`config.mk`:
```
export PLATFORM = sky130hd
export DESIGN_NAME = vbpt_ram
export DESIGN_NICKNAME = d
export VERILOG_FILES = /design/src/rtl/core/vbpt_ram.sv
export SDC_FILE = /design/constraint.sdc
export NUM_CORES = 1
export LEC_CHECK = 0
export ABC_AREA = 1
export BUFFER_PORTS_ARGS = -buffer_cell sky130_fd_sc_hd__buf_2
export CAP_MARGIN = 0
export CORE_MARGIN = 5
export CORE_UTILIZATION = 60
export DETAILED_ROUTE_END_ITERATION = 16
export PLACE_DENSITY = 0.78
export SYNTH_ARGS = -nofsm -noshare
export SYNTH_HDL_FRONTEND = slang
export SYNTH_SLANG_ARGS = --single-unit
```
`constraint.sdc`:
```
create_clock -name aclk -period 1.9 [get_ports aclk]
set_input_delay 0 -clock aclk [delete_from_list [all_inputs] [get_ports aclk]]
set_output_delay 0 -clock aclk [all_outputs]
set_load 0.02 [all_outputs]
```
`src/rtl/core/vbpt_ram.sv`:
```
// Generic single-port-write, registered-read RAM.
module vbpt_ram #(
    parameter int WIDTH = 8,
    parameter int DEPTH = 16
) (
    input  logic                     aclk,
    input  logic                     we,
    input  logic [$clog2(DEPTH)-1:0] waddr,
    input  logic [WIDTH-1:0]         wdata,
    input  logic [$clog2(DEPTH)-1:0] raddr,
    output logic [WIDTH-1:0]         rdata
);
    logic [WIDTH-1:0] mem [DEPTH];

    always_ff @(posedge aclk) begin
        if (we) begin
            mem[waddr] <= wdata;
        end
        rdata <= mem[raddr];
    end
endmodule

```
# Word-level counts from Yosys, hierarchy flattened
# Memory sizes are Yosys's and may differ from the RTL's. A register that Yosys moved wholly into a read port is not among the register bits.
# Cells that the tools add are included.
# totals
n_memories	1
inputBits	18
ff_bits	0
ram_bits	128
# op_classes
muxes	2
# mem_list
memory	depth	width	read_ports	rd_clocked_by_memory_dff	write_ports	line_no	source
mem	16	8	1	1	1	13	logic [WIDTH-1:0] mem [DEPTH];
# op_table
cell	n
1-bit 2-to-1 mux	2

# Longest topological paths before layout
# Gate-level depths: netlist (run 1).
# depth
depth_word	2
ltp_mapped	8
depth_no_buf	7

# Worst setup path after synthesis (run 1)
# OpenSTA, ideal clock, no wires.
# synth_path
path_kind	input port to flip-flop
from	in waddr[2]
to	mem mem[10][0] (enable)
required_time_ns	1.530
t_arrival_ns	0.581
setup_slack_ns	0.949
cell_stages	2
path_buffers	0
path_cell_list	nand3b_1 -> nor2_1
# synth_rtl
element	line_no	source
start: declaration	8	input logic [$clog2(DEPTH)-1:0] waddr,
end: declaration	13	
# No word-level cell before the write port.

==> results.tsv, run 1 <==
metric	value	unit
via_per_inst	5.413	
hold_path_class	in -> reg	
ir_drop	0.7116	mV
swShare	23.18	%
fin_util	71.19	%
start_util	62.12	%
n_antenna_cell	0	
synth_fp_nets	569	
fin_tns_setup	0	ns
areaGrowthSynthToFinish	14.60	%
insertion_delay	0.53	ns
power_frac_clock	45.2	%
cts_tree	yes	
io_buffers	25	
setup_slack	0.1263	ns
synth.distinct_cells	12	
worst_pin_slew	0.9036	ns
wl	12.98	mm
synth-seq-cells	136	
core	9284	um2
drc	0	
row_count	35	
fin_nets	604	
comb_power_share	6.3	%
pwr-share-seq	48.5	%
route.vias.total	3941	
clkSlewWorstSetupHoldPaths	0.06	ns
dpl.hpwl	7.572	mm
synth_seq_area_share	69.43	%
die_width	108.0	um
grt_pass1_wl	20.91	mm
grt_setup_unrepaired	false	
p_sw	0.001614	W
intPower	0.005350	W
clock.fmax	0.5638	GHz
max_cap_viol_count	0	
min_path_cells	3	
hold_viol	0	
synth_area_per_cell	10.47	um2
slew_violations	0	
grt_pass1_vias	3923	
worstPathMaxFanout	17	
num_io_pins	26	
drive_above_1_share	10.18	%
critPathLaunchType	input port	
reg2reg_depth	7	
htree_num_levels	4	
fin_crit	1.774	ns
yosys_warnings	0	
final-seq-area	4004	um2
cp_data_arrival_time	2.19	ns
worstSetupPathType	in -> reg	
cts.sinks	136	
gp_congestion	0.8576	
cts_resized	0	
syn_area	5767	um2
root_buffer	clkbuf_8	
drt-pass1-iter-count	5	
track_usage	24.42	%
final.fill_count	649	
synthCells	551	
grt_overflow	0	
critical_path_required	2.31	ns
slew_headroom	39.54	%
power_density	1054	nW/um2
drt_iter0_drc	417	
multiInputGateArea	1214	um2
cts_buffers	17	
final_antenna_net_count	0	
grt_max_degree	65	
finalClockSkew	0.007614	ns
routedWlPerCell	17.84	um
p_leak	2.837	nW
dpl_worst_slack	0.4769	ns
finalCritPeriodShare	93.35	%
dieArea	11670	um2
setup_violations	0	
status	finished, final reports clean	
cp-end-kind	flip-flop	
die_h	108.0	um
antenna_found_initial	0	
cts_buffer_depth	2	
[layout make-up]
type | instances | area share (%)
clock buffers | 18 | 6.323
repair buffers | 40 | 4.203
multi-input cells | 289 | 18.36
inverters | 102 | 5.793
well taps | 129 | 2.442
flip-flops and latches | 136 | 60.58
clock inverters | 14 | 2.291
[cell usage in the layout (no fill, tap or decap)]
| master | netlist | final |
|---|---|---|
| buf_2 | 13 | 25 |
| clkbuf_16 | 0 | 16 |
| clkinv_4 | 0 | 2 |
| nand3_1 | 97 | 97 |
| buf_4 | 4 | 3 |
| clkinv_1 | 0 | 1 |
| nand3b_1 | 2 | 2 |
| inv_2 | 2 | 2 |
| inv_6 | 0 | 2 |
| clkbuf_1 | 0 | 1 |
| clkinvlp_4 | 0 | 7 |
| nand2_1 | 173 | 173 |
| clkbuf_8 | 0 | 1 |
| dlygate4sd3_1 | 0 | 11 |
| inv_1 | 100 | 100 |
| dfxtp_1 | 8 | 8 |
| nor2_1 | 17 | 17 |
| edfxtp_1 | 128 | 128 |
| bufinv_16 | 0 | 2 |
| buf_12 | 0 | 1 |
[worst max-delay path, stage by stage]
cell	delay [ns]
dlygate4sd3_1	0.54
buf_2	0.24
inv_1	0.45
nand3_1	0.22
nand3_1	0.12
dlygate4sd3_1	0.55
nand2_1	0.05
[logic make-up after synthesis]
family	synth area share [%]
buffers and inverters	9.525
DFF	69.43
and+or+nand+nor	21.05
[cells in the mapped netlist]
library cell / instances / area [um2]
buf_6: 6 / 67.56
inv_2: 2 / 7.510
nand3b_1: 2 / 15.01
buf_2: 13 / 65.06
inv_1: 100 / 375.4
buf_4: 4 / 30.03
dfxtp_1: 8 / 160.2
nand2_1: 173 / 649.4
buf_1: 1 / 3.750
nand3_1: 97 / 485.5
edfxtp_1: 128 / 3844
nor2_1: 17 / 63.81
[metrics by stage]
stage               area, um2  total power [W]  instances  hold slack [ns]
floorplan                5767         0.003694        551          0.09887
global placement         5929         0.003840        685           0.3610
detailed placement       5929         0.003850        685           0.3681
CTS                      6609         0.006950        728          0.08155
global route             6609         0.007160        728           0.1190
finish                   6609         0.006964        728          0.08340
[worst paths after layout]
path / end / start / slack (ns)
hold reg to reg: rdata[6]$_DFF_P_ / mem[5][6]$_DFFE_PP_ / 0.71
setup reg to reg: rdata[5]$_DFF_P_ / mem[9][5]$_DFFE_PP_ / 0.32
hold / removal: mem[3][5]$_DFFE_PP_ / we / 0.08
setup / recovery: rdata[5]$_DFF_P_ / raddr[2] / 0.13
[repair_timing]
item | 4_1_cts | 5_1_grt
hold buffers | 11 | 0
endpoints found under the hold margin | 136 | 0
setup buffers | 0 | 0
[state kept, by name (all words and copies together) (netlist names)]
signal  cells
mem       128
rdata       8
[power by group through the flow]
stage,combinational [W],clock (W),sequential (W)
finish,0.000441,0.00315,0.00338
global route,0.000485,0.00329,0.00338
CTS,0.000438,0.00313,0.00338
detailed placement,0.000411,0,0.00344
global placement,0.000402,0,0.00344
floorplan,0.000237,0,0.00346
[metal layers]
metal / track usage, % / up-vias / part of all wire [%]
met4: 8.296 / 0 / 1.4
met5: 0 / - / 0
li1: - / 1844 / -
met3: 5.433 / 18 / 8.5
met1: 32.90 / 1879 / 40
met2: 39.65 / 200 / 50
Note: power is estimated with default switching activity, not from simulation.
==> inputs of run 2 (changes only) <==
Settings changed: REMOVE_ABC_BUFFERS set to 1.
==> run 2 against run 1 <==
Compared with the run above:
- final area is 0.85% higher
- maximum frequency grew 38%
- clock power hardly changed
- register-to-register slack better by 0.50 ns
- clock-buffer cell count rose by 2
- combinational power barely moved
- routed wire length is 1.2% lower
- critical path depth decreased by 1
- global-route usage fell by 0.70 points
- worst hold slack improved by 0.0040 ns
- core utilization up 0.61 points
==> results.tsv, run 2 (same netlist as run 1, synthesis figures left out) <==
metric	value	unit	change
status	finished, final reports clean		
die_h	108.0	um	unchanged
drc	0		unchanged
final_antenna_net_count	0		unchanged
finalCritPeriodShare	67.43	%	-26 points
timing.rr.start	mem[1][4]$_DFFE_PP_		
core	9284	um2	unchanged
largest_reg_flops	128		unchanged
worst_hold_startpoint	waddr[0]		
grt_pass1_wl	20.26	mm	-3.1%
slew_violations	0		unchanged
worst_pin_slew	0.8162	ns	-0.08748 ns
dpl.hpwl	7.366	mm	-2.7%
min_path_cells	3		unchanged
setup_violations	0		unchanged
die_width	108.0	um	unchanged
antenna_found_initial	0		unchanged
grt_overflow	0		unchanged
areaGrowthSynthToFinish	15.58	%	
track_usage	23.72	%	-0.70 points
io_buffers	25		unchanged
n_antenna_cell	0		unchanged
worstSetupPathType	in -> reg		
worstPathMaxFanout	17		unchanged
reg2reg_depth	6		-1
fin_nets	609		+0.83%
fin_tns_setup	0	ns	unchanged
grt_setup_unrepaired	false		
grt_max_degree	65		unchanged
slew_headroom	45.39	%	+5.9 points
cts.sinks	136		unchanged
hold_path_class	in -> reg		
drive_above_1_share	10.76	%	+0.58 points
dp.cells	691		+0.88%
cts_tree	yes		
ir_drop	0.9082	mV	+28%
cp_data_arrival_time	1.67	ns	-0.52 ns
wl	12.83	mm	-1.2%
setup_slack	0.6189	ns	+0.4926 ns
cts_resized	0		unchanged
clkSlewWorstSetupHoldPaths	0.06	ns	about the same
hold_viol	0		unchanged
cts_buffers	17		unchanged
dpl_worst_slack	0.5900	ns	+0.1132 ns
mostFrequentLayoutCell	nand2_1		
via_per_inst	5.409		about the same
start_util	62.12	%	unchanged
power_density	1046	nW/um2	-0.71%
routedWlPerCell	17.50	um	-1.9%
drt_iter0_drc	454		+8.9%
htree_num_levels	4		unchanged
reg2reg_setup_slack	0.82	ns	+0.50 ns
cts_buffer_depth	2		unchanged
rr_endpoint	rdata[4]$_DFF_P_		
final.fill_count	615		-5.2%
fin_cells	733		+0.69%
cts_hold_buf	10		-1
fin_hold_ws	0.08738	ns	+0.003970 ns
layout_common_cells	nand2_1 (173), edfxtp_1 (128), inv_1 (100), nand3_1 (97), buf_2 (25)		
gp_congestion	0.9123		+6.4%
dieArea	11670	um2	unchanged
cp-end-kind	flip-flop		
route.vias.total	3965		+0.61%
insertion_delay	0.51	ns	-0.02 ns
grt_pass1_vias	3828		-2.4%
fin_util	71.79	%	+0.61 points
finalClockSkew	0.006015	ns	-0.001598 ns
max_cap_viol_count	0		unchanged
row_count	35		unchanged
num_io_pins	26		unchanged
top_register	mem		
critPathLaunchType	input port		
root_buffer	clkbuf_8		
critical_path_required	2.29	ns	-0.02 ns
p_leak	2.890	nW	+1.9%
cts_setup_buffers	0		unchanged
whs_endpoint	mem[5][4]$_DFFE_PP_		
clock.fmax	0.7806	GHz	+38%
drt-pass1-iter-count	5		unchanged
top_regs	mem: 128 flops, rdata: 8 flops		
fin_crit	1.281	ns	-0.4926 ns
run 2: cell types whose count changed in the layout (fill, tap and decap cells not counted), sizes merged:
cell / delta
buf: +6
clkinvlp: -4
clkinv: +3
clkbuf: +2
inv: -2
bufinv: +1
dlygate4sd3: -1
run 2: per-stage QoR:
stage / area, um2 / power [W]
floorplan: 5600 / 0.003638
global placement: 5987 / 0.003837
detailed placement: 5987 / 0.003847
CTS: 6665 / 0.006998
global route: 6665 / 0.007219
finish: 6665 / 0.006974
run 2: worst max-delay path, cell delays in order:
cell and delay (ns):
dlygate4sd3_1 0.53, buf_2 0.25, inv_1 0.44, nand3_1 0.20
nand3_1 0.16, nand2_1 0.09
run 2: final cells by class:
| type | count | area [um2] | area share (%) |
|---|---|---|---|
| inverters | 102 | 382.9 | 5.744 |
| well taps | 129 | 161.4 | 2.422 |
| repair buffers | 45 | 325.3 | 4.881 |
| multi-input cells | 289 | 1214 | 18.21 |
| clock inverters | 12 | 152.6 | 2.290 |
| flip-flops and latches | 136 | 4004 | 60.07 |
| clock buffers | 20 | 425.4 | 6.383 |
run 2: routing by layer:
layer	wire length, um	vias to the layer above	GRT usage [%]
li1	-	1852	-
met1	4865	1837	31.04
met2	6337	249	39.08
met3	1305	27	5.134
met4	318	0	9.197
met5	0	-	0
run 2: how the worst max path moves through the flow:
stage                         from                    to  slack [ns]  cells past startpoint
after global placement    waddr[2]   mem[3][1]$_DFFE_PP_        0.66                      4
after floorplan           raddr[0]      rdata[2]$_DFF_P_        0.92                      6
after detailed placement  waddr[1]  mem[13][6]$_DFFE_PP_        0.59                      4
after global routing      raddr[2]      rdata[4]$_DFF_P_        0.62                      6
final                     raddr[2]      rdata[4]$_DFF_P_        0.62                      6
after CTS                 raddr[2]      rdata[4]$_DFF_P_        0.72                      6
run 2: power by group:
part	total (W)	switching, W	internal [W]
registers	0.00337	0.0000181	0.00335
clock network	0.00316	0.00117	0.00199
logic	0.000441	0.000311	0.000129
total	0.00697	0.00150	0.00548
