### src/rtl/core/vbpt_pkg.sv
// Package: shared constants and types for the volume binned pressure trim block.
package vbpt_pkg;

    localparam int NUM_BINS  = 64;
    localparam int BIN_W     = $clog2(NUM_BINS);
    localparam int BCNT_W    = $clog2(NUM_BINS + 1);
    localparam int SUM_W     = 48;
    localparam int CNT_W     = 32;
    localparam int TALLY_W   = 38;
    localparam int MEM_W     = SUM_W + CNT_W;
    localparam int VOL_W     = 32;
    localparam int PRES_W    = 32;
    localparam int FRAC_W    = 16;
    localparam int CFG_BCW   = 7;
    localparam int CFG_IDX_W = 2;
    localparam int CFG_DATA_W = 32;
    localparam int S_TDATA_W = 64;
    localparam int M_TDATA_W = 96;

    localparam logic [CFG_IDX_W-1:0] REG_VOLUME_MIN = 2'd0;
    localparam logic [CFG_IDX_W-1:0] REG_BIN_WIDTH  = 2'd1;
    localparam logic [CFG_IDX_W-1:0] REG_BIN_COUNT  = 2'd2;
    localparam logic [CFG_IDX_W-1:0] REG_CUTOFF     = 2'd3;

    localparam logic KIND_SAMPLE = 1'b0;
    localparam logic KIND_FINISH = 1'b1;

    // divider request/response between sequencer and shared divider
    typedef struct packed {
        logic              start;
        logic [VOL_W-1:0]  dividend;
        logic [VOL_W-1:0]  divisor;
    } div_req_t;

    typedef struct packed {
        logic              done;
        logic [VOL_W-1:0]  quotient;
    } div_rsp_t;

endpackage

### src/rtl/core/vbpt_div.sv
// Restoring divider, one quotient bit per cycle.
module vbpt_div (
    input  logic               aclk,
    input  logic               aresetn,
    input  vbpt_pkg::div_req_t req,
    output vbpt_pkg::div_rsp_t rsp
);
    localparam int W = vbpt_pkg::VOL_W;

    logic [W-1:0]         quo_reg, quo_next;
    logic [W:0]           rem_reg, rem_next;
    logic [W-1:0]         dvs_reg, dvs_next;
    logic [$clog2(W):0]   cnt_reg, cnt_next;
    logic                 busy_reg, busy_next;
    logic                 done_reg, done_next;
    logic [W:0]           trial;

    always_comb begin
        quo_next  = quo_reg;
        rem_next  = rem_reg;
        dvs_next  = dvs_reg;
        cnt_next  = cnt_reg;
        busy_next = busy_reg;
        done_next = 1'b0;
        trial     = {rem_reg[W-1:0], quo_reg[W-1]};
        if (req.start) begin
            quo_next  = req.dividend;
            rem_next  = '0;
            dvs_next  = req.divisor;
            cnt_next  = '0;
            busy_next = 1'b1;
        end else if (busy_reg) begin
            if (trial >= {1'b0, dvs_reg}) begin
                rem_next = trial - {1'b0, dvs_reg};
                quo_next = {quo_reg[W-2:0], 1'b1};
            end else begin
                rem_next = trial;
                quo_next = {quo_reg[W-2:0], 1'b0};
            end
            cnt_next = cnt_reg + 1'b1;
            if (cnt_reg == ($clog2(W)+1)'(W - 1)) begin
                busy_next = 1'b0;
                done_next = 1'b1;
            end
        end
    end

    always_ff @(posedge aclk) begin
        if (!aresetn) begin
            busy_reg <= 1'b0;
            done_reg <= 1'b0;
        end else begin
            busy_reg <= busy_next;
            done_reg <= done_next;
        end
        quo_reg <= quo_next;
        rem_reg <= rem_next;
        dvs_reg <= dvs_next;
        cnt_reg <= cnt_next;
    end

    assign rsp.done     = done_reg;
    assign rsp.quotient = quo_reg;
endmodule

### config.mk
export PLATFORM = sky130hd
export DESIGN_NAME = vbpt_div
export DESIGN_NICKNAME = d
export VERILOG_FILES = /design/src/rtl/core/vbpt_pkg.sv /design/src/rtl/core/vbpt_div.sv
export SDC_FILE = /design/constraint.sdc
export NUM_CORES = 1
export LEC_CHECK = 0
export BUFFER_PORTS_ARGS = -buffer_cell sky130_fd_sc_hd__buf_2
export CAP_MARGIN = 25
export CORE_MARGIN = 8
export CORE_UTILIZATION = 40
export CTS_BUF_LIST = sky130_fd_sc_hd__clkbuf_4 sky130_fd_sc_hd__clkbuf_8
export DETAILED_ROUTE_END_ITERATION = 8
export GPL_TIMING_DRIVEN = 0
export PLACE_DENSITY = 0.69
export SLEW_MARGIN = 20
export SYNTH_ARGS = -nofsm -noshare
export SYNTH_HDL_FRONTEND = slang
export SYNTH_SLANG_ARGS = --single-unit
### constraint.sdc
create_clock -name aclk -period 3.1 [get_ports aclk]
set_input_delay 0.93 -clock aclk [delete_from_list [all_inputs] [get_ports aclk]]
set_output_delay 0.93 -clock aclk [all_outputs]
set_load 0.01 [all_outputs]
# After elaboration in Yosys (flattened, before gate mapping)
# Cells that the tools add are included.
[totals] ff_bits=104 in_bits=67 out_inout_bits=33
[op_classes] addsub=2 magnitude_cmp=1 n_eq_ne=1 mux=8 n_bitwise=2 reduce_logical=2
[ops] op="32-bit two-way mux" count=3
[ops] op="33-bit by 32-bit >= comparator with 1-bit output" count=1
[ops] op="32-bit subtractor" count=1
[ops] op="6-bit by 1-bit adder with 6-bit output, second input constant" count=1
[ops] op="6-bit by 5-bit == test with 1-bit output, second input constant" count=1
[ops] op="1-bit two-way mux" count=5
[ops] op="3-bit OR reduction" count=1
[ops] op="1-bit NOT" count=2
[ops] op="2-bit nonzero test" count=1

# Logic depth before layout (Yosys ltp)
# Gate-level depths: netlist of the first run.
[depth] word_depth=4 ltp_mapped=12 ltp_nobuf=11

# Least setup slack after synthesis of the first run
# OpenSTA, ideal clock, no wires.
[synth_path] path_type="reg-to-reg" start="register dvs_reg[26]" end="register rem_reg[10]" setup_time_ns=0.139 arrival_time_ns=2.567 t_required_ns=2.961 path_slack_ns=0.394 stages_incl_launch_ff=13 n_path_buf=2 path_cell_list="edfxtp_1 -> inv_1 -> ha_1 -> buf_6 -> and4_4 -> and3_4 -> nor4bb_1 -> a211o_1 -> or4b_4 -> nand2_8 -> buf_12 -> mux2i_1 -> a211oi_1"
[synth_between] elab_chain_len=2
[synth_rtl] item="start, declared" line_no="vbpt_div.sv:12" source="logic [W-1:0] dvs_reg, dvs_next;"
[synth_rtl] item="start signal, assigned" line_no="vbpt_div.sv:58" source="dvs_reg <= dvs_next;"
[synth_rtl] item="33-bit by 32-bit >= comparator with 1-bit output" line_no="vbpt_div.sv:33" source="if (trial >= {1'b0, dvs_reg}) begin"
[synth_rtl] item="32-bit two-way mux" line_no="vbpt_div.sv:33"
[synth_rtl] item="end signal, assigned" line_no="vbpt_div.sv:57" source="rem_reg <= rem_next;"
[synth_rtl] item="end, declared" line_no="vbpt_div.sv:11" source="logic [W:0] rem_reg, rem_next;"
# No other way between the ends.
# A chain may end at the register's enable or synchronous reset.

# Final worst setup path of the first run
[layout_path] start="register rem_reg[27]" end="register rem_reg[26]"
[layout_between] elab_chain_len=2
[layout_rtl] item="33-bit by 32-bit >= comparator with 1-bit output" line_no="vbpt_div.sv:33"
[layout_rtl] item="32-bit two-way mux" line_no="vbpt_div.sv:33"
# No other way between the ends.

==> impl_metrics.py, run 1 <==
metrics = {
    "clocking": {
        "clockBufferDepth": 2,
        "cts_sinks": 104,
        "cts-root-buf": "clkbuf_8",
        "tritoncts": "built",
        "clk_pin_slew_ns": 0.11,
        "clk_latency_ns": 0.40,
        "cts_buffers": 9,
        "hold_buffers": 0,
        "h-tree-depth": 3,
    },
    "yosys": {
        "synthArstFlopShare": 0,
        "synth_cells": 617,
        "yosysWarnings": 0,
        "syn_avg_cell_area_sq_um": 10.0,
        "yosysSeqAreaShare": 0.440,
        "yosys_most_used_dff": "edfxtp_1",
        "syn_nets": 718,
        "synth_edf_count": 64,
        "syn_area_sq_um": 6180,
        "synth.distinct_cells": 63,
        "ys_ff_latch": 104,
    },
    "grt": {
        "grt_pass1_vias": 5100,
        "grt_max_degree": 34,
        "antenna_found_initial": 0,
        "track_usage": 0.156,
        "grt_first_pass_wirelength_um": 25000,
        "overflow": 0,
    },
    "layout": {
        "nNetsFinal": 822,
        "n_antenna_cell": 0,
        "drive_above_1_share": 0.248,
        "area_growth_pct": 16.8,
        "design_area_sq_um": 7220,
        "fillers": 1469,
    },
    "route": {
        "drt-pass1-iter-count": 4,
        "drc": 0,
        "antenna_left": 0,
        "drtIter0Drc": 296,
        "num_vias": 4929,
        "routedWlPerCell_um": 16.7,
        "avgViaCountPerCell": 5.39,
        "drt-total-wl_um": 15300,
    },
    "worst_setup_path": {
        "r2r_end": "rem_reg[26]",
        "reg2reg_depth": 10,
        "worstPathArrival_ns": 3.27,
        "r2r_start": "rem_reg[27]",
        "r2r_slack_ns": 0.15,
        "crit_required_ns": 3.41,
        "cp-end-kind": "register",
        "critPathLaunchType": "register",
        "worstPathMaxFanout": 10,
        "criticalPathCategory": "register to register",
    },
    "power_and_ir_drop": {
        "vdd_ir_drop_max_mv": 0.317,
        "power_density_nw_per_um2": 474,
        "power_leakage_uw": 0.00316,
    },
    "min_path": {
        "hold_class": "register to register",
        "hold_depth": 1,
        "hold_end": "done_reg",
        "min_from": "cnt_reg[5]",
    },
    "timing": {
        "slew_headroom": 0.459,
        "setup_viol": 0,
        "drv_slew": 0,
        "rsz0062_at_grt": "no",
        "fin_crit_sh": 0.952,
        "worst_pin_slew_ns": 0.811,
        "fin_crit_ns": 2.95,
        "timing.hold.ws_ns": 0.483,
        "fmax_ghz": 0.339,
        "final_hold_viol_count": 0,
        "skew_ns": 0.0204,
    },
    "die": {
        "rows": 45,
        "initial_utilization": 0.408,
        "coreArea_sq_um": 15100,
        "design.die.area_sq_um": 19700,
        "io_pins": 100,
        "die_w_um": 140,
        "die_height_um": 140,
    },
    "run": {
        "drv_cap": 0,
    },
    "placed_design": {
        "hpwl_um": 11400,
        "dpl_cell_area_sq_um": 6910,
        "place_congestion": 0.876,
        "port-buffer-count": 99,
    },
    "status": {
        "status": "finished, final reports clean",
    },
}
-- cells in the final DEF (no fill, tap or decap), types with 21 or more instances in the layout --
| master | count |
|---|---|
| buf_2 | 100 |
| edfxtp_1 | 64 |
| nor2_1 | 60 |
| nand2_1 | 42 |
| inv_1 | 41 |
| dfxtp_1 | 40 |
| a21oi_1 | 38 |
| mux2_2 | 32 |
| ha_1 | 27 |
| mux2i_1 | 21 |
-- cell type report --
type / instances / area, sq um / area share
plain buffers: 23 / 139 / 0.0192
clock buffers: 9 / 124 / 0.0171
clock inverters: 7 / 93.8 / 0.0130
inverters: 41 / 154 / 0.0213
multi-input cells: 442 / 3250 / 0.450
flip-flops and latches: 104 / 2720 / 0.377
well taps: 188 / 235 / 0.0326
repair buffers: 100 / 503 / 0.0696
-- worst max-delay path, stage by stage (launching register included) --
cell and delay (ns):
dfxtp_1 0.35, ha_1 0.40, and4_4 0.24, and3_4 0.19, nor4bb_4 0.15, a211o_1 0.27
or4b_4 0.61, nand2_8 0.15, buf_12 0.16, nand2_1 0.09, a311oi_2 0.27
-- through the flow --
| stage | setup TNS, ns | worst slack, ns | power, uW | cells | utilization |
|---|---|---|---|---|---|
| floorplan | 0 | 0.394 | 2230 | 617 | - |
| global placement | -11.62 | -0.345 | 2460 | 904 | 0.457 |
| detailed placement | -12.54 | -0.354 | 2470 | 904 | 0.457 |
| CTS | 0 | 0.0133 | 3430 | 916 | 0.471 |
| global route | 0 | 0.0111 | 3600 | 914 | 0.477 |
| finish | 0 | 0.149 | 3420 | 914 | 0.477 |
-- how the worst max path moves through the flow --
stage | start | endpoint | slack, ns
6_report | rem_reg[27] | rem_reg[26] | 0.15
5_1_grt | dvs_reg[23] | rem_reg[12] | 0.01
4_1_cts | dvs_reg[22] | rem_reg[5] | 0.01
3_5_place_dp | req[64] | quo_reg[29] | -0.35
3_3_place_gp | req[64] | quo_reg[16] | -0.34
2_1_floorplan | dvs_reg[26] | rem_reg[10] | 0.39
-- layer usage --
layer / GRT usage / vias up / part of all wire
li1: - / 2462 / -
met1: 0.196 / 2335 / 0.47
met2: 0.252 / 113 / 0.46
met3: 0.0489 / 19 / 0.059
met4: 0.0434 / 0 / 0.015
met5: 0 / - / 0
-- repair_timing --
action / CTS / global route
resized for setup: 3 / 18
hold endpoints to repair: 0 / 0
pin swaps: 0 / 2
setup buffers: 0 / 1
endpoints found under the setup margin: 20 / 64
-- report_power, final --
part           leakage, uW  total [uW]  internal [uW]  switching, uW
Sequential        0.000963        1650           1590           60.8
Combinational      0.00209         823            351            472
Clock             0.000112         946            399            547
-- kinds of logic (layout without fill, tap and decap cells) --
kind of cell | count (synthesis) | after routing | synth area share
AND/OR/NAND/NOR | 180 | 180 | 0.148
buffers and inverters | 71 | 180 | 0.0516
flip-flops | 104 | 104 | 0.440
AO/OA/AOI/OAI | 145 | 145 | 0.155
adder cells (fa/ha/maj) | 34 | 34 | 0.0700
multiplexers | 53 | 53 | 0.0923
XOR/XNOR | 30 | 30 | 0.0425
-- synth_stat cells, types with 4 or more instances --
| cell type | instances | share of area |
|---|---|---|
| nand3b_1 | 4 | 0.0049 |
| o21ai_0 | 19 | 0.015 |
| a31oi_1 | 8 | 0.0081 |
| nor3_1 | 8 | 0.0065 |
| xnor2_1 | 13 | 0.018 |
| nand4_1 | 9 | 0.0091 |
| nand3_1 | 11 | 0.0089 |
| dfxtp_1 | 40 | 0.13 |
| mux2i_1 | 21 | 0.034 |
| xor2_1 | 17 | 0.024 |
| or3_1 | 4 | 0.0040 |
| mux2_2 | 32 | 0.058 |
| nor2_1 | 60 | 0.036 |
| a21o_1 | 14 | 0.017 |
| o21ai_1 | 8 | 0.0065 |
| a211oi_1 | 21 | 0.025 |
| o21a_1 | 7 | 0.0085 |
| nor3b_1 | 6 | 0.0073 |
| inv_1 | 41 | 0.025 |
| nand2b_1 | 9 | 0.0091 |
| edfxtp_1 | 64 | 0.31 |
| clkbuf_1 | 24 | 0.015 |
| ha_1 | 33 | 0.067 |
| a21oi_1 | 39 | 0.032 |
| a211o_1 | 4 | 0.0057 |
| nand2_1 | 42 | 0.025 |
| o211ai_1 | 4 | 0.0049 |
No activity file was read; power rests on OpenSTA's default activity.
==> inputs of run 2 (changes only) <==
--- a/config.mk
+++ b/config.mk
@@ -13,6 +13,7 @@
 export DETAILED_ROUTE_END_ITERATION = 8
 export GPL_TIMING_DRIVEN = 0
 export PLACE_DENSITY = 0.69
+export REMOVE_ABC_BUFFERS = 1
 export SLEW_MARGIN = 20
 export SYNTH_ARGS = -nofsm -noshare
 export SYNTH_HDL_FRONTEND = slang
==> impl_metrics.py, run 2 (synthesis gave the netlist of run 1 again) <==
metrics = {
    "worst_setup_path": {
        "worstPathArrival_ns": 3.31,
        "slowest_delay_ns": 0.58,
        "worstPathMaxFanout": 10,
        "reg2reg_depth": 10,
        "cp-end-kind": "register",
        "criticalPathCategory": "register to register",
        "critPathLaunchType": "register",
        "cpMostUsedCell": "a211o_1",
        "r2r_slack_ns": 0.1,
        "crit_required_ns": 3.41,
        "crit_slowest_cell": "or4_4",
        "r2r_end": "rem_reg[26]",
        "critical_path.cell_chain": "inv_1 > ha_2 > nand4_4 > or4_4 > nor4bb_2 > a211o_1 > o32a_4 > nand2_8 > a211o_1 > a311oi_2",
        "r2r_start": "dvs_reg[22]",
    },
    "layout": {
        "nNetsFinal": 801,
        "design_area_sq_um": 7110,
        "drive_above_1_share": 0.252,
        "fillers": 1473,
        "multiInputGateArea_sq_um": 3260,
        "area_growth_pct": 15.0,
        "final_common_cell": "buf_2",
        "final_cell_mix": "buf_2, edfxtp_1, nor2_1",
        "seq_area_sq_um": 2730,
        "n_antenna_cell": 0,
    },
    "timing": {
        "fmax_ghz": 0.333,
        "fin_crit_sh": 0.969,
        "rsz0062_at_grt": "yes",
        "fin_setup_tns_ns": 0,
        "drv_slew": 0,
        "setup_viol": 0,
        "skew_ns": 0.0176,
        "final_hold_viol_count": 0,
        "slew_headroom": 0.500,
        "worst_pin_slew_ns": 0.749,
        "fin_crit_ns": 3.00,
        "worst_slack_ns": 0.0975,
        "timing.hold.ws_ns": 0.483,
    },
    "power_and_ir_drop": {
        "cell_internal_pwr_uw": 2330,
        "p_sw_frac": 0.307,
        "power_frac_comb": 0.232,
        "clkPwrFrac": 0.272,
        "p_switching_uw": 1030,
        "power_density_nw_per_um2": 473,
        "power_leakage_uw": 0.00309,
        "seq_power_share": 0.496,
        "vdd_ir_drop_max_mv": 0.361,
    },
    "die": {
        "die_w_um": 140,
        "initial_utilization": 0.408,
        "coreArea_sq_um": 15100,
        "io_pins": 100,
        "design.die.area_sq_um": 19700,
        "rows": 45,
        "die_height_um": 140,
    },
    "status": {
        "status": "finished, final reports clean",
    },
    "clocking": {
        "tritoncts": "built",
        "cts_setup_buffers": 0,
        "clk_pin_slew_ns": 0.11,
        "clockBufferDepth": 2,
        "cts_buffers": 9,
        "hold_buffers": 0,
        "clk_latency_ns": 0.39,
        "cts-root-buf": "clkbuf_8",
        "cts_sinks": 104,
        "h-tree-depth": 3,
    },
    "route": {
        "num_vias": 4798,
        "antenna_left": 0,
        "drc": 0,
        "drt-pass1-iter-count": 5,
        "drt-total-wl_um": 14200,
        "avgViaCountPerCell": 5.37,
        "drtIter0Drc": 251,
        "routedWlPerCell_um": 15.9,
    },
    "grt": {
        "grt_pass1_vias": 4615,
        "track_usage": 0.143,
        "grt_first_pass_wirelength_um": 22800,
        "antenna_found_initial": 1,
        "overflow": 0,
        "grt_max_degree": 75,
    },
    "placed_design": {
        "port-buffer-count": 99,
        "hpwl_um": 10000,
        "place_congestion": 0.848,
        "preCtsSetupSlack_ns": -0.101,
        "dpl_cell_area_sq_um": 6790,
    },
    "run": {
        "drv_cap": 0,
    },
    "min_path": {
        "min_from": "cnt_reg[5]",
        "hold_depth": 1,
        "hold_class": "register to register",
        "hold_end": "done_reg",
    },
}
-- run 2: worst max-delay path by stage --
stage                      from     endpoint  slack (ns)  depth (start not counted)
floorplan           dvs_reg[22]  rem_reg[26]        0.34                         10
CTS                 dvs_reg[20]  rem_reg[26]       0.006                         10
global route        dvs_reg[28]  rem_reg[19]      -0.008                         10
finish              dvs_reg[22]  rem_reg[26]         0.1                         10
detailed placement  dvs_reg[19]  rem_reg[26]       -0.10                         10
global placement        req[64]   quo_reg[2]       -0.80                          2
-- run 2: power by group through the flow --
stage | Sequential [uW] | Clock, uW | Combinational, uW
2_1_floorplan | 1700 | 0 | 506
3_3_place_gp | 1700 | 0 | 741
3_5_place_dp | 1700 | 0 | 752
4_1_cts | 1670 | 946 | 758
5_1_grt | 1680 | 988 | 867
6_report | 1670 | 914 | 781
-- run 2: critical path, delay by kind of cell (launching register included) --
kind	cells	cell delay (ns)
flip-flops	1	0.33
adder cells (fa/ha/maj)	1	0.40
AO/OA/AOI/OAI	4	0.97
AND/OR/NAND/NOR	4	1.16
buffers and inverters	1	0.04
-- run 2: timing repair --
action / CTS / global route
endpoints found under the hold margin: 0 / 0
endpoints found under the setup margin: 10 / 32
resized for setup: 4 / 16
pin swaps: 1 / 4
gates cloned: 1 / 1
-- run 2: final cells by class --
cell class / count / area share
multi-input combinational: 444 / 0.458
sequential: 104 / 0.384
timing repair buffer: 100 / 0.0745
tap: 188 / 0.0331
inverter: 41 / 0.0217
clock buffer: 10 / 0.0185
clock inverter: 6 / 0.0107
-- run 2: routing by layer --
layer | part of all wire | GRT usage | wire length, um
met3 | 0.090 | 0.0697 | 1290
met2 | 0.43 | 0.208 | 6120
met1 | 0.47 | 0.184 | 6640
met4 | 0.011 | 0.0383 | 160
met5 | 0.00084 | 0 | 12
-- run 2: metrics by stage --
step | total power (uW) | util | cells
floorplan | 2210 | - | 587
global placement | 2440 | 0.446 | 874
detailed placement | 2450 | 0.448 | 875
CTS | 3370 | 0.464 | 892
global route | 3540 | 0.469 | 893
finish | 3360 | 0.469 | 893
